File: src/hw/rtl/cpr_pkg.sv
// Shared constants, defaults and sequencer state type for the clock page replacement block.
package cpr_pkg;

  localparam int MAX_FRAMES_DEFAULT = 64;
  localparam int PAGE_BITS_DEFAULT  = 8;

  localparam int FRAME_COUNT_W = 7;
  localparam logic [FRAME_COUNT_W-1:0] FRAME_COUNT_RESET = 7'd4;

  localparam int FRAME_INDEX_W = 6;
  localparam int FAULT_W       = 32;

  typedef enum logic [2:0] {
    ST_IDLE,
    ST_SEARCH,
    ST_SWEEP,
    ST_EVICT,
    ST_FINISH
  } cpr_state_t;

endpackage

File: src/hw/rtl/clock_page_replacement.sv
// Clock (second-chance) page replacement: frame table, lookup scan, hand sweep and result register.
// Page zero goes from the input transfer straight to the finish step; a hit in frame k runs the
// lookup scan up to frame k, then the finish step; a fault runs the lookup scan over the N frames
// in use, the hand sweep, the evict step and the finish step. One item is worked at a time, set
// by the single table read port and the one-frame-per-cycle sweep; the next transfer is taken the
// cycle after the result loads. Synchronous reset empties every frame and the control state.
module clock_page_replacement
  import cpr_pkg::*;
#(
  parameter int MAX_FRAMES = MAX_FRAMES_DEFAULT,
  parameter int PAGE_BITS  = PAGE_BITS_DEFAULT
) (
  input  logic                     clk,
  input  logic                     rst,
  input  logic                     cfg_write_enable,
  input  logic [FRAME_COUNT_W-1:0] cfg_write_data,
  input  logic                     page_valid,
  output logic                     page_stall,
  input  logic [PAGE_BITS-1:0]     page_number,
  output logic                     result_valid,
  input  logic                     result_stall,
  output logic                     hit,
  output logic [FRAME_INDEX_W-1:0] frame_index,
  output logic [PAGE_BITS-1:0]     evicted_page,
  output logic [FAULT_W-1:0]       fault_total
);

  // Index width addresses one frame; count width also holds the frame count itself.
  localparam int IDX_W = (MAX_FRAMES > 1) ? $clog2(MAX_FRAMES) : 1;
  localparam int CNT_W = $clog2(MAX_FRAMES + 1);
  localparam int CMP_W = (CNT_W > FRAME_COUNT_W) ? CNT_W : FRAME_COUNT_W;

  cpr_state_t state, state_next;

  // Configuration and replacement state.
  logic [FRAME_COUNT_W-1:0] frame_count;
  logic [IDX_W-1:0]         clock_hand;
  logic [FAULT_W-1:0]       fault_counter;
  logic [MAX_FRAMES-1:0]    ref_bit;
  // A frame whose bit here is clear has never been filled and reads as the empty page.
  logic [MAX_FRAMES-1:0]    slot_used;

  // The frame table is a memory with one registered read port and one write port.
  logic [PAGE_BITS-1:0] frame_page [MAX_FRAMES];
  logic [IDX_W-1:0]     rd_addr;
  logic [PAGE_BITS-1:0] rd_data;
  logic                 rd_used;

  // Working registers of the item in flight.
  logic [PAGE_BITS-1:0] page;
  logic [CNT_W-1:0]     scan;
  logic [IDX_W-1:0]     probe;
  logic                 probe_live;
  logic [IDX_W-1:0]     sweep_hand;
  logic                 res_hit;
  logic [IDX_W-1:0]     res_where;
  logic [PAGE_BITS-1:0] res_evicted;

  logic [CNT_W-1:0] frames_n;
  logic [CMP_W-1:0] fc_ext;
  logic [CMP_W-1:0] max_ext;
  logic             accept;
  logic             out_free;
  logic             search_match;
  logic             search_miss;
  logic             sweep_found;
  logic [IDX_W-1:0] hand_start;
  logic [CNT_W-1:0] hand_inc;
  logic [IDX_W-1:0] hand_wrap;

  // Frames in use: zero acts as one, and anything above the table size acts as the table size.
  always_comb begin
    fc_ext  = CMP_W'(frame_count);
    max_ext = CMP_W'(MAX_FRAMES);
    if (fc_ext == '0) begin
      frames_n = CNT_W'(1);
    end else if (fc_ext > max_ext) begin
      frames_n = CNT_W'(MAX_FRAMES);
    end else begin
      frames_n = CNT_W'(fc_ext);
    end
  end

  // The sweep starts at frame zero when the hand lies beyond a shrunken frame count.
  assign hand_start = (CNT_W'(clock_hand) >= frames_n) ? '0 : clock_hand;
  // Advance the sweep hand by one with wrap at the frame count.
  assign hand_inc   = CNT_W'(sweep_hand) + CNT_W'(1);
  assign hand_wrap  = (hand_inc >= frames_n) ? '0 : hand_inc[IDX_W-1:0];

  assign accept   = page_valid && !page_stall;
  assign out_free = !result_valid || !result_stall;

  // Lookup: the data of frame probe arrives in the cycle after its read was issued.
  assign search_match = probe_live && rd_used && (rd_data == page);
  assign search_miss  = !probe_live && (scan == frames_n);
  assign sweep_found  = !ref_bit[sweep_hand];

  // Next-state logic of the sequencer.
  always_comb begin
    state_next = state;
    case (state)
      ST_IDLE: begin
        if (page_valid) begin
          state_next = (page_number == '0) ? ST_FINISH : ST_SEARCH;
        end
      end
      ST_SEARCH: begin
        if (search_match) begin
          state_next = ST_FINISH;
        end else if (search_miss) begin
          state_next = ST_SWEEP;
        end
      end
      ST_SWEEP: begin
        if (sweep_found) begin
          state_next = ST_EVICT;
        end
      end
      ST_EVICT:  state_next = ST_FINISH;
      ST_FINISH: begin
        if (out_free) begin
          state_next = ST_IDLE;
        end
      end
      default:   state_next = ST_IDLE;
    endcase
  end

  // Sequencer outputs: input stall and the frame table read address.
  always_comb begin
    page_stall = 1'b1;
    rd_addr    = sweep_hand;
    case (state)
      ST_IDLE:   page_stall = 1'b0;
      ST_SEARCH: rd_addr = scan[IDX_W-1:0];
      ST_SWEEP:  rd_addr = sweep_hand;
      ST_EVICT:  rd_addr = sweep_hand;
      ST_FINISH: rd_addr = sweep_hand;
      default:   page_stall = 1'b1;
    endcase
  end

  always_ff @(posedge clk) begin
    if (rst) begin
      state <= ST_IDLE;
    end else begin
      state <= state_next;
    end
  end

  // Frame table memory: one registered read and one write per cycle.
  always_ff @(posedge clk) begin
    rd_data <= frame_page[rd_addr];
    if (state == ST_EVICT) begin
      frame_page[sweep_hand] <= page;
    end
  end

  // Control state that reset clears.
  always_ff @(posedge clk) begin
    if (rst) begin
      frame_count   <= FRAME_COUNT_RESET;
      clock_hand    <= '0;
      fault_counter <= '0;
      ref_bit       <= '0;
      slot_used     <= '0;
      probe_live    <= 1'b0;
      result_valid  <= 1'b0;
      rd_used       <= 1'b0;
    end else begin
      rd_used <= slot_used[rd_addr];
      if (cfg_write_enable) begin
        frame_count <= cfg_write_data;
      end
      // The result register fills when the finish step hands over and empties on a transfer.
      if ((state == ST_FINISH) && out_free) begin
        result_valid <= 1'b1;
      end else if (!result_stall) begin
        result_valid <= 1'b0;
      end
      case (state)
        ST_IDLE: begin
          probe_live <= 1'b0;
        end
        ST_SEARCH: begin
          if (search_match) begin
            // Second chance granted: mark the resident frame as recently used.
            ref_bit[probe] <= 1'b1;
          end else begin
            probe_live <= (scan < frames_n);
          end
        end
        ST_SWEEP: begin
          if (!sweep_found) begin
            ref_bit[sweep_hand] <= 1'b0;
          end
        end
        ST_EVICT: begin
          ref_bit[sweep_hand]   <= 1'b1;
          slot_used[sweep_hand] <= 1'b1;
          clock_hand            <= hand_wrap;
          if (fault_counter != '1) begin
            fault_counter <= fault_counter + FAULT_W'(1);
          end
        end
        ST_FINISH: begin
          probe_live <= 1'b0;
        end
        default: begin
          probe_live <= 1'b0;
        end
      endcase
    end
  end

  // Payload and working registers; they need no reset.
  always_ff @(posedge clk) begin
    case (state)
      ST_IDLE: begin
        if (accept) begin
          page        <= page_number;
          scan        <= '0;
          sweep_hand  <= hand_start;
          // A reference to the empty marker reports the current hand and changes nothing.
          res_hit     <= 1'b0;
          res_where   <= clock_hand;
          res_evicted <= '0;
        end
      end
      ST_SEARCH: begin
        if (search_match) begin
          res_hit   <= 1'b1;
          res_where <= probe;
        end else if (scan < frames_n) begin
          probe <= scan[IDX_W-1:0];
          scan  <= scan + CNT_W'(1);
        end
      end
      ST_SWEEP: begin
        if (!sweep_found) begin
          sweep_hand <= hand_wrap;
        end
      end
      ST_EVICT: begin
        res_where   <= sweep_hand;
        res_evicted <= rd_used ? rd_data : '0;
      end
      ST_FINISH: begin
        if (out_free) begin
          hit          <= res_hit;
          frame_index  <= FRAME_INDEX_W'(res_where);
          evicted_page <= res_evicted;
          fault_total  <= fault_counter;
        end
      end
      default: begin
        scan <= '0;
      end
    endcase
  end

  // A result only appears after the sequencer has finished an item.
  a_result_from_finish: assert property (@(posedge clk) disable iff (rst)
    $rose(result_valid) |-> $past(state == ST_FINISH))
    else $error("result appeared without a finished item");

  // The fault count never goes backward outside reset.
  a_fault_monotonic: assert property (@(posedge clk) disable iff (rst)
    1'b1 |=> fault_counter >= $past(fault_counter))
    else $error("fault count decreased");

  // The sweep hand stays inside the frames in use.
  a_sweep_in_range: assert property (@(posedge clk) disable iff (rst)
    (state == ST_SWEEP) |-> (CNT_W'(sweep_hand) < frames_n))
    else $error("sweep hand beyond frame count");

  // The victim frame always has its reference bit clear.
  a_victim_clear: assert property (@(posedge clk) disable iff (rst)
    (state == ST_EVICT) |-> !ref_bit[sweep_hand])
    else $error("evicting a frame with its reference bit set");

endmodule
File: config.mk
export PLATFORM = sky130hd
export DESIGN_NAME = clock_page_replacement
export DESIGN_NICKNAME = d
export VERILOG_FILES = /design/src/hw/rtl/cpr_pkg.sv /design/src/hw/rtl/clock_page_replacement.sv
export SDC_FILE = /design/constraint.sdc
export NUM_CORES = 1
export LEC_CHECK = 0
export ABC_AREA = 1
export BUFFER_PORTS_ARGS = -buffer_cell sky130_fd_sc_hd__buf_2
export CELL_PAD_IN_SITES_DETAIL_PLACEMENT = 0
export CELL_PAD_IN_SITES_GLOBAL_PLACEMENT = 1
export CORE_MARGIN = 5
export CORE_UTILIZATION = 40
export DETAILED_ROUTE_END_ITERATION = 8
export PLACE_DENSITY = 0.69
export SETUP_SLACK_MARGIN = 0.05
export SKIP_CTS_REPAIR_TIMING = 1
export SLEW_MARGIN = 20
export SYNTH_ARGS = -nofsm -noshare
export SYNTH_HDL_FRONTEND = slang
export SYNTH_SLANG_ARGS = --single-unit
File: constraint.sdc
create_clock -name clk -period 4.84 [get_ports clk]
set_input_delay 0.968 -clock clk [delete_from_list [all_inputs] [get_ports clk]]
set_output_delay 0.968 -clock clk [all_outputs]
set_load 0.005 [all_outputs]
# ---- Yosys cells after proc, flatten, opt, wreduce, memory -nomap -nowiden
# Memories as Yosys holds them, arrays and structs flattened. A register that Yosys moved wholly into a read port is not among the register bits.
# Cells that the tools add are included.
dict set report word_totals {
  input_bits 20
  ramBits 512
  ff_bits 268
  memories 1
}
dict set report classes {
  bitwise 8
  eq_ne 17
  add_sub_neg 3
  n_lt_le_gt_ge 9
  n_reduce_logical 33
  n_mux 46
}
# name words width read_ports rd_ports_with_merged_regs write_ports line_no
set mem_list {}
lappend mem_list {frame_page 64 8 1 1 1 clock_page_replacement.sv:44} ;# logic [PAGE_BITS-1:0] frame_page [MAX_FRAMES];
# op n
set ops {}
lappend ops {{64-bit bitwise OR} 3}
lappend ops {{64-bit case mux with 3 select lines} 1}
lappend ops {{64-bit two-way mux} 2}
lappend ops {{64-bit AND} 1}
lappend ops {{64-bit NOT} 1}
lappend ops {{6-bit two-way mux} 7}
lappend ops {{7-bit two-way mux} 5}
lappend ops {{32-bit by 1-bit adder with 32-bit output, second input constant} 1}
lappend ops {{32-bit != test, second input constant} 1}
lappend ops {{6-bit by 7-bit < comparator with 1-bit output, second input constant} 3}
lappend ops {{7-bit case mux with 3 select lines} 1}
lappend ops {{3-bit two-way mux} 6}
lappend ops {{6-bit case mux with 3 select lines} 1}
lappend ops {{8-bit two-way mux} 2}
lappend ops {{2-bit != test, second input constant} 8}
lappend ops {{8-bit case mux with 2 select lines} 1}
lappend ops {{3-bit case mux with 5 select lines} 1}
lappend ops {{3-bit AND reduction} 5}
lappend ops {{1-bit binary-select mux with 6-bit select} 2}
lappend ops {{1-bit demux with 6-bit select} 2}
lappend ops {{6-bit by 1-bit >= comparator with 1-bit output, second input constant} 2}
lappend ops {{1-bit two-way mux} 12}
lappend ops {{6-bit case mux with 2 select lines} 1}
lappend ops {{2-bit AND reduction} 5}
lappend ops {{other kinds (26)} 42}

# ---- Logic depth before layout (Yosys ltp)
dict set report logic_depth {
  depth_word 8
  depth_mapped 17
}

# ---- Worst setup path after synthesis
# No wires, ideal clock.
dict set report synth_timing {
  path_kind {input port to flip-flop}
  from {in result_stall}
  to {reg evicted_page[0], enable pin}
  t_arrival_ns 3.062
  stages 3
  setup_time_ns 0.452
  path_slack_ns 1.326
  n_path_buf 0
  required_ns 4.388
  path_cell_list {nand2_1 inv_1 nor2_1}
}
dict set report synth_between {
  elab_chain_len 3
}
# element line_no
set synth_lines {}
lappend synth_lines {{start: declaration} clock_page_replacement.sv:21} ;# input logic result_stall,
lappend synth_lines {{1-bit logical NOT} --}
lappend synth_lines {{1-bit logical OR} clock_page_replacement.sv:91} ;# assign out_free = !result_valid || !result_stall;
lappend synth_lines {{2-bit AND reduction (no line)} --}
lappend synth_lines {{end signal: assignment} clock_page_replacement.sv:252} ;# evicted_page <= res_evicted;
lappend synth_lines {{end: declaration} clock_page_replacement.sv:24} ;# output logic [PAGE_BITS-1:0] evicted_page,
# Every way passes these cells.
# A chain may end at the register's enable or synchronous reset.

# ---- Worst setup path after layout
dict set report layout_timing {
  from {reg page[7]}
  to {reg scan[3], enable pin}
}
dict set report layout_between {
  elab_chain_len 4
}
# element line_no
set layout_lines {}
lappend layout_lines {{start: declaration} clock_page_replacement.sv:50} ;# logic [PAGE_BITS-1:0] page;
lappend layout_lines {{start signal: assignment} clock_page_replacement.sv:221} ;# page <= page_number;
lappend layout_lines {{8-bit equality test} clock_page_replacement.sv:94} ;# assign search_match = probe_live && rd_used && (rd_data == page);
lappend layout_lines {{1-bit logical AND} clock_page_replacement.sv:94}
lappend layout_lines {{2-bit != test (no line)} --}
lappend layout_lines {{4-bit AND reduction (no line)} --}
lappend layout_lines {{end signal: assignment} clock_page_replacement.sv:236} ;# scan <= scan + CNT_W'(1);
lappend layout_lines {{end: declaration} clock_page_replacement.sv:51} ;# logic [CNT_W-1:0] scan;
# Every way passes these cells.

==> tab_implementation.tex <==
\begin{tabular}{lr}
\hline
Metric & Value \\
\hline
\multicolumn{2}{l}{\textbf{Worst setup path}} \\
Register-to-Register Path Depth & 10 \\
FF-to-FF Start & page[7]\$\_DFFE\_PP\_ \\
Arrival time at the worst endpoint & around 4.0 ns \\
Path type of the worst setup path & register to register \\
Req. time, crit path & 5.24 ns \\
Max FO, Critical Path & 66 \\
Crit. Startpoint & page[7]\$\_DFFE\_PP\_ \\
Worst setup path endpoint & scan[3]\$\_SDFFCE\_PN0P\_ \\
Critical path endpoint category & register \\
R2R setup slack & about 1.2 ns \\
Reg2reg end & scan[3]\$\_SDFFCE\_PN0P\_ \\
Worst Setup Start Kind & register \\
\multicolumn{2}{l}{\textbf{GRT}} \\
Vias in the first global route & $\sim$25000 \\
Grt total ovfl & 0 \\
Wire length of the first global-routing pass & about 160000 um \\
Antenna violations before repair & 2 \\
Global Route Usage Sum & between 20\% and 30\% \\
Maximum number of pins on one net before global-route repair & between 200 and 250 \\
\multicolumn{2}{l}{\textbf{Place}} \\
Routability Congestion & 0.866 \\
Input/output buffers & 68 \\
Half-perimeter wire length of the detailed placement result & between 60000 and 70000 um \\
\multicolumn{2}{l}{\textbf{Yosys}} \\
Cells after Synth & 3573 \\
Mean instance size in the synthesized netlist & 9.83 sq um \\
Share of flip-flops with an asynchronous set or reset after synthesis & 0\% \\
Number of distinct library cells after synthesis & $\sim$50 \\
Synth Flop Type & edfxtp\_1 \\
Post-synth EDFFs & about 600 \\
Ranking of synthesized cells by area & edfxtp\_1, dfxtp\_1, o21ai\_0 \\
Fraction of synthesized cell area taken by the top area cell type & 51.4\% \\
Total standard cell area after synthesis & about 35000 sq um \\
Synthesis warning total & 0 \\
Top cell type by total area after synthesis & edfxtp\_1 \\
Top cells by count, synth & edfxtp\_1, nand2\_1, o21ai\_0 \\
Seq/Total Area, Yosys & slightly above 60\% \\
Leading cell type by number of instances after synthesis & edfxtp\_1 \\
Register bit count reported by yosys & about 790 \\
Net count after synthesis & roughly 3600 \\
\multicolumn{2}{l}{\textbf{Drt}} \\
1st-iter DRT viols & between 2000 and 3000 \\
Routed via count & 26300 \\
Number of nets still failing antenna checks after routing & 0 \\
Routed wirelength normalized by instance count & around 22 um \\
Detailed-route DRC error count & 0 \\
Total wire length & $\sim$110000 um \\
Drt first pass iters & 5 \\
Vias per inst & approximately 5.4 \\
\multicolumn{2}{l}{\textbf{Timing}} \\
Final period utilization & about three quarters \\
Count of final hold-check violations & 0 \\
Setup clock skew after layout & $\sim$0.035 ns \\
Total setup violations reported at the end of the flow & 0 \\
Worst-margin pin slew & about 1.1 ns \\
Worst slew margin relative to its limit & around 28\% \\
Setup repair after global routing missed its margin & false \\
Upper clock frequency limit & 276 MHz \\
Minimum clock period & about 3.6 ns \\
Max-slew violations & 0 \\
Total Neg Setup Slack & 0 ns \\
Final-layout worst hold slack & approximately 0.41 ns \\
\multicolumn{2}{l}{\textbf{Clock tree}} \\
Number of clock sinks & 788 \\
H-tree level count & 3 \\
TritonCTS buffer count & 87 \\
Clock tree root buffer cell & clkbuf\_16 \\
Clock insertion delay at the later pin of the skew report & between 0.6 and 0.7 ns \\
CTS tree & yes \\
Buffers from clock root to sink, at most & 3 \\
Clock-pin slew reported for the worst setup and hold paths after clock tree synthesis & $\sim$0.060 ns \\
\multicolumn{2}{l}{\textbf{Final layout}} \\
Area growth, synth to finish & 12.5\% \\
Fraction of final layout cells with drive strength greater than 1 & under 10\% \\
Fillcell total & slightly above 8000 \\
Number of nets at the end of the flow & $\sim$3600 \\
Storage element area & approximately 22000 sq um \\
Total area of multi-input combinational cells & 10800 sq um \\
\multicolumn{2}{l}{\textbf{Power and ir drop}} \\
IR drop worst, VDD & 0.416 mV \\
Leakage dissipation & 0.0143 uW \\
Pwr/cell area & a little under 600 nW/um\^{}2 \\
\multicolumn{2}{l}{\textbf{Floorplan}} \\
Count of boundary I/O pins & 69 \\
Die ar. & 93900 sq um \\
Row count & 108 \\
Die boundary height & slightly above 300 um \\
Placeable core area & just under 90000 sq um \\
Die width & between 300 and 400 um \\
Initial core utilization & about two fifths \\
\multicolumn{2}{l}{\textbf{Run}} \\
Max-cap violation count & 0 \\
\multicolumn{2}{l}{\textbf{Worst hold path}} \\
Hold path cells & 0 \\
Type of the tightest min-delay check & register to register \\
\multicolumn{2}{l}{\textbf{Status}} \\
Run status & completed \\
\hline
\end{tabular}
cell type report:
class,instances,share of cell area [%]
tap,1155,3.66
antenna,1,0.00633
clock buffer,134,6.40
clock inverter,25,1.14
sequential,788,55.1
timing repair buffer,145,2.58
inverter,405,3.86
multi-input combinational,2175,27.2
power breakdown:
part           switching (uW)  internal [uW]
Clock                    2750           4100
Sequential                301           7770
Combinational            5920           2030
cells by family after synthesis:
group,after synthesis,share of synthesized area (%)
AO/OA/AOI/OAI,932,14.1
XOR/XNOR,18,0.449
adder cells (fa/ha/maj),23,0.819
buffers and inverters,610,7.48
flip-flops,788,62.0
AND/OR/NAND/NOR,1202,15.1
critical path, stage by stage (launching register included):
cell      delay (ns)
edfxtp_1        0.79
nor2_1          0.11
nor2_1          0.11
nand2_1         0.06
nor3_1          0.24
nand4_1         0.49
and2_1          0.40
nor2_4          0.13
buf_4           0.70
nor4_1          0.12
buf_4           0.21
cell usage in the layout (no fill, tap or decap), types with 3 or more instances in the layout:
| cell type | netlist | routed |
|---|---|---|
| a21oi_1 | 299 | 299 |
| buf_12 | 0 | 8 |
| buf_2 | 46 | 67 |
| buf_4 | 20 | 70 |
| bufinv_16 | 0 | 9 |
| clkbuf_1 | 96 | 30 |
| clkbuf_16 | 0 | 89 |
| clkbuf_8 | 0 | 13 |
| clkinv_1 | 4 | 11 |
| clkinv_16 | 0 | 3 |
| clkinv_2 | 0 | 3 |
| dfxtp_1 | 187 | 187 |
| edfxtp_1 | 601 | 601 |
| ha_1 | 23 | 23 |
| inv_1 | 390 | 390 |
| inv_2 | 10 | 9 |
| nand2_1 | 477 | 474 |
| nand2_2 | 2 | 4 |
| nand2_4 | 3 | 3 |
| nand3_1 | 393 | 393 |
| nand3b_1 | 5 | 5 |
| nand4_1 | 18 | 18 |
| nor2_1 | 244 | 242 |
| nor2_2 | 2 | 3 |
| nor2_4 | 4 | 5 |
| nor3_1 | 28 | 28 |
| nor3_2 | 5 | 5 |
| nor4_1 | 10 | 10 |
| o211ai_1 | 75 | 75 |
| o21a_1 | 11 | 11 |
| o21ai_0 | 429 | 429 |
| o21ai_1 | 73 | 72 |
| o21ai_2 | 4 | 3 |
| o221ai_1 | 5 | 5 |
| o22ai_1 | 29 | 29 |
| xnor2_1 | 4 | 4 |
| xor2_1 | 14 | 14 |
per-layer routing:
layer	track usage, %	up-vias	wire length (um)
li1	-	12500	-
met1	32.0	12700	48200
met2	34.7	884	48700
met3	3.12	156	6950
met4	6.31	0	2670
met5	0	-	0
worst min path at each step:
stage | start | endpoint | slack (ns)
after floorplan | res_evicted[0]$_SDFFCE_PN0P_ | evicted_page[0]$_DFFE_PP_ | 0.40
after global placement | res_evicted[7]$_SDFFCE_PN0P_ | evicted_page[7]$_DFFE_PP_ | 0.40
after detailed placement | res_evicted[6]$_SDFFCE_PN0P_ | evicted_page[6]$_DFFE_PP_ | 0.40
after CTS | res_where[3]$_DFFE_PP_ | frame_index[3]$_DFFE_PP_ | 0.41
after global routing | res_where[4]$_DFFE_PP_ | frame_index[4]$_DFFE_PP_ | 0.41
final | res_where[3]$_DFFE_PP_ | frame_index[3]$_DFFE_PP_ | 0.41
registers in the layout (all words and copies together) (netlist names), 8 cells and up:
| signal | count |
|---|---|
| ref_bit | 64 |
| slot_used | 64 |
| rd_data | 8 |
| page | 8 |
| evicted_page | 8 |
| fault_total | 32 |
| fault_counter | 32 |
| res_evicted | 8 |
| frame_page | 512 |
metrics by stage:
step           setup WS [ns]  power (uW)  utilization (%)  std cells  cell area, sq um
2_1_floorplan           1.33       13400                -       3573             35100
4_1_cts                 1.19       22900             45.4       4827             39500
3_3_place_gp            1.32       16100             42.0       4668             36500
6_report                1.22       22900             45.4       4828             39500
3_5_place_dp            1.23       16100             42.0       4668             36500
5_1_grt                 1.01       24000             45.4       4827             39500
Power figures use the tool's default switching activity.
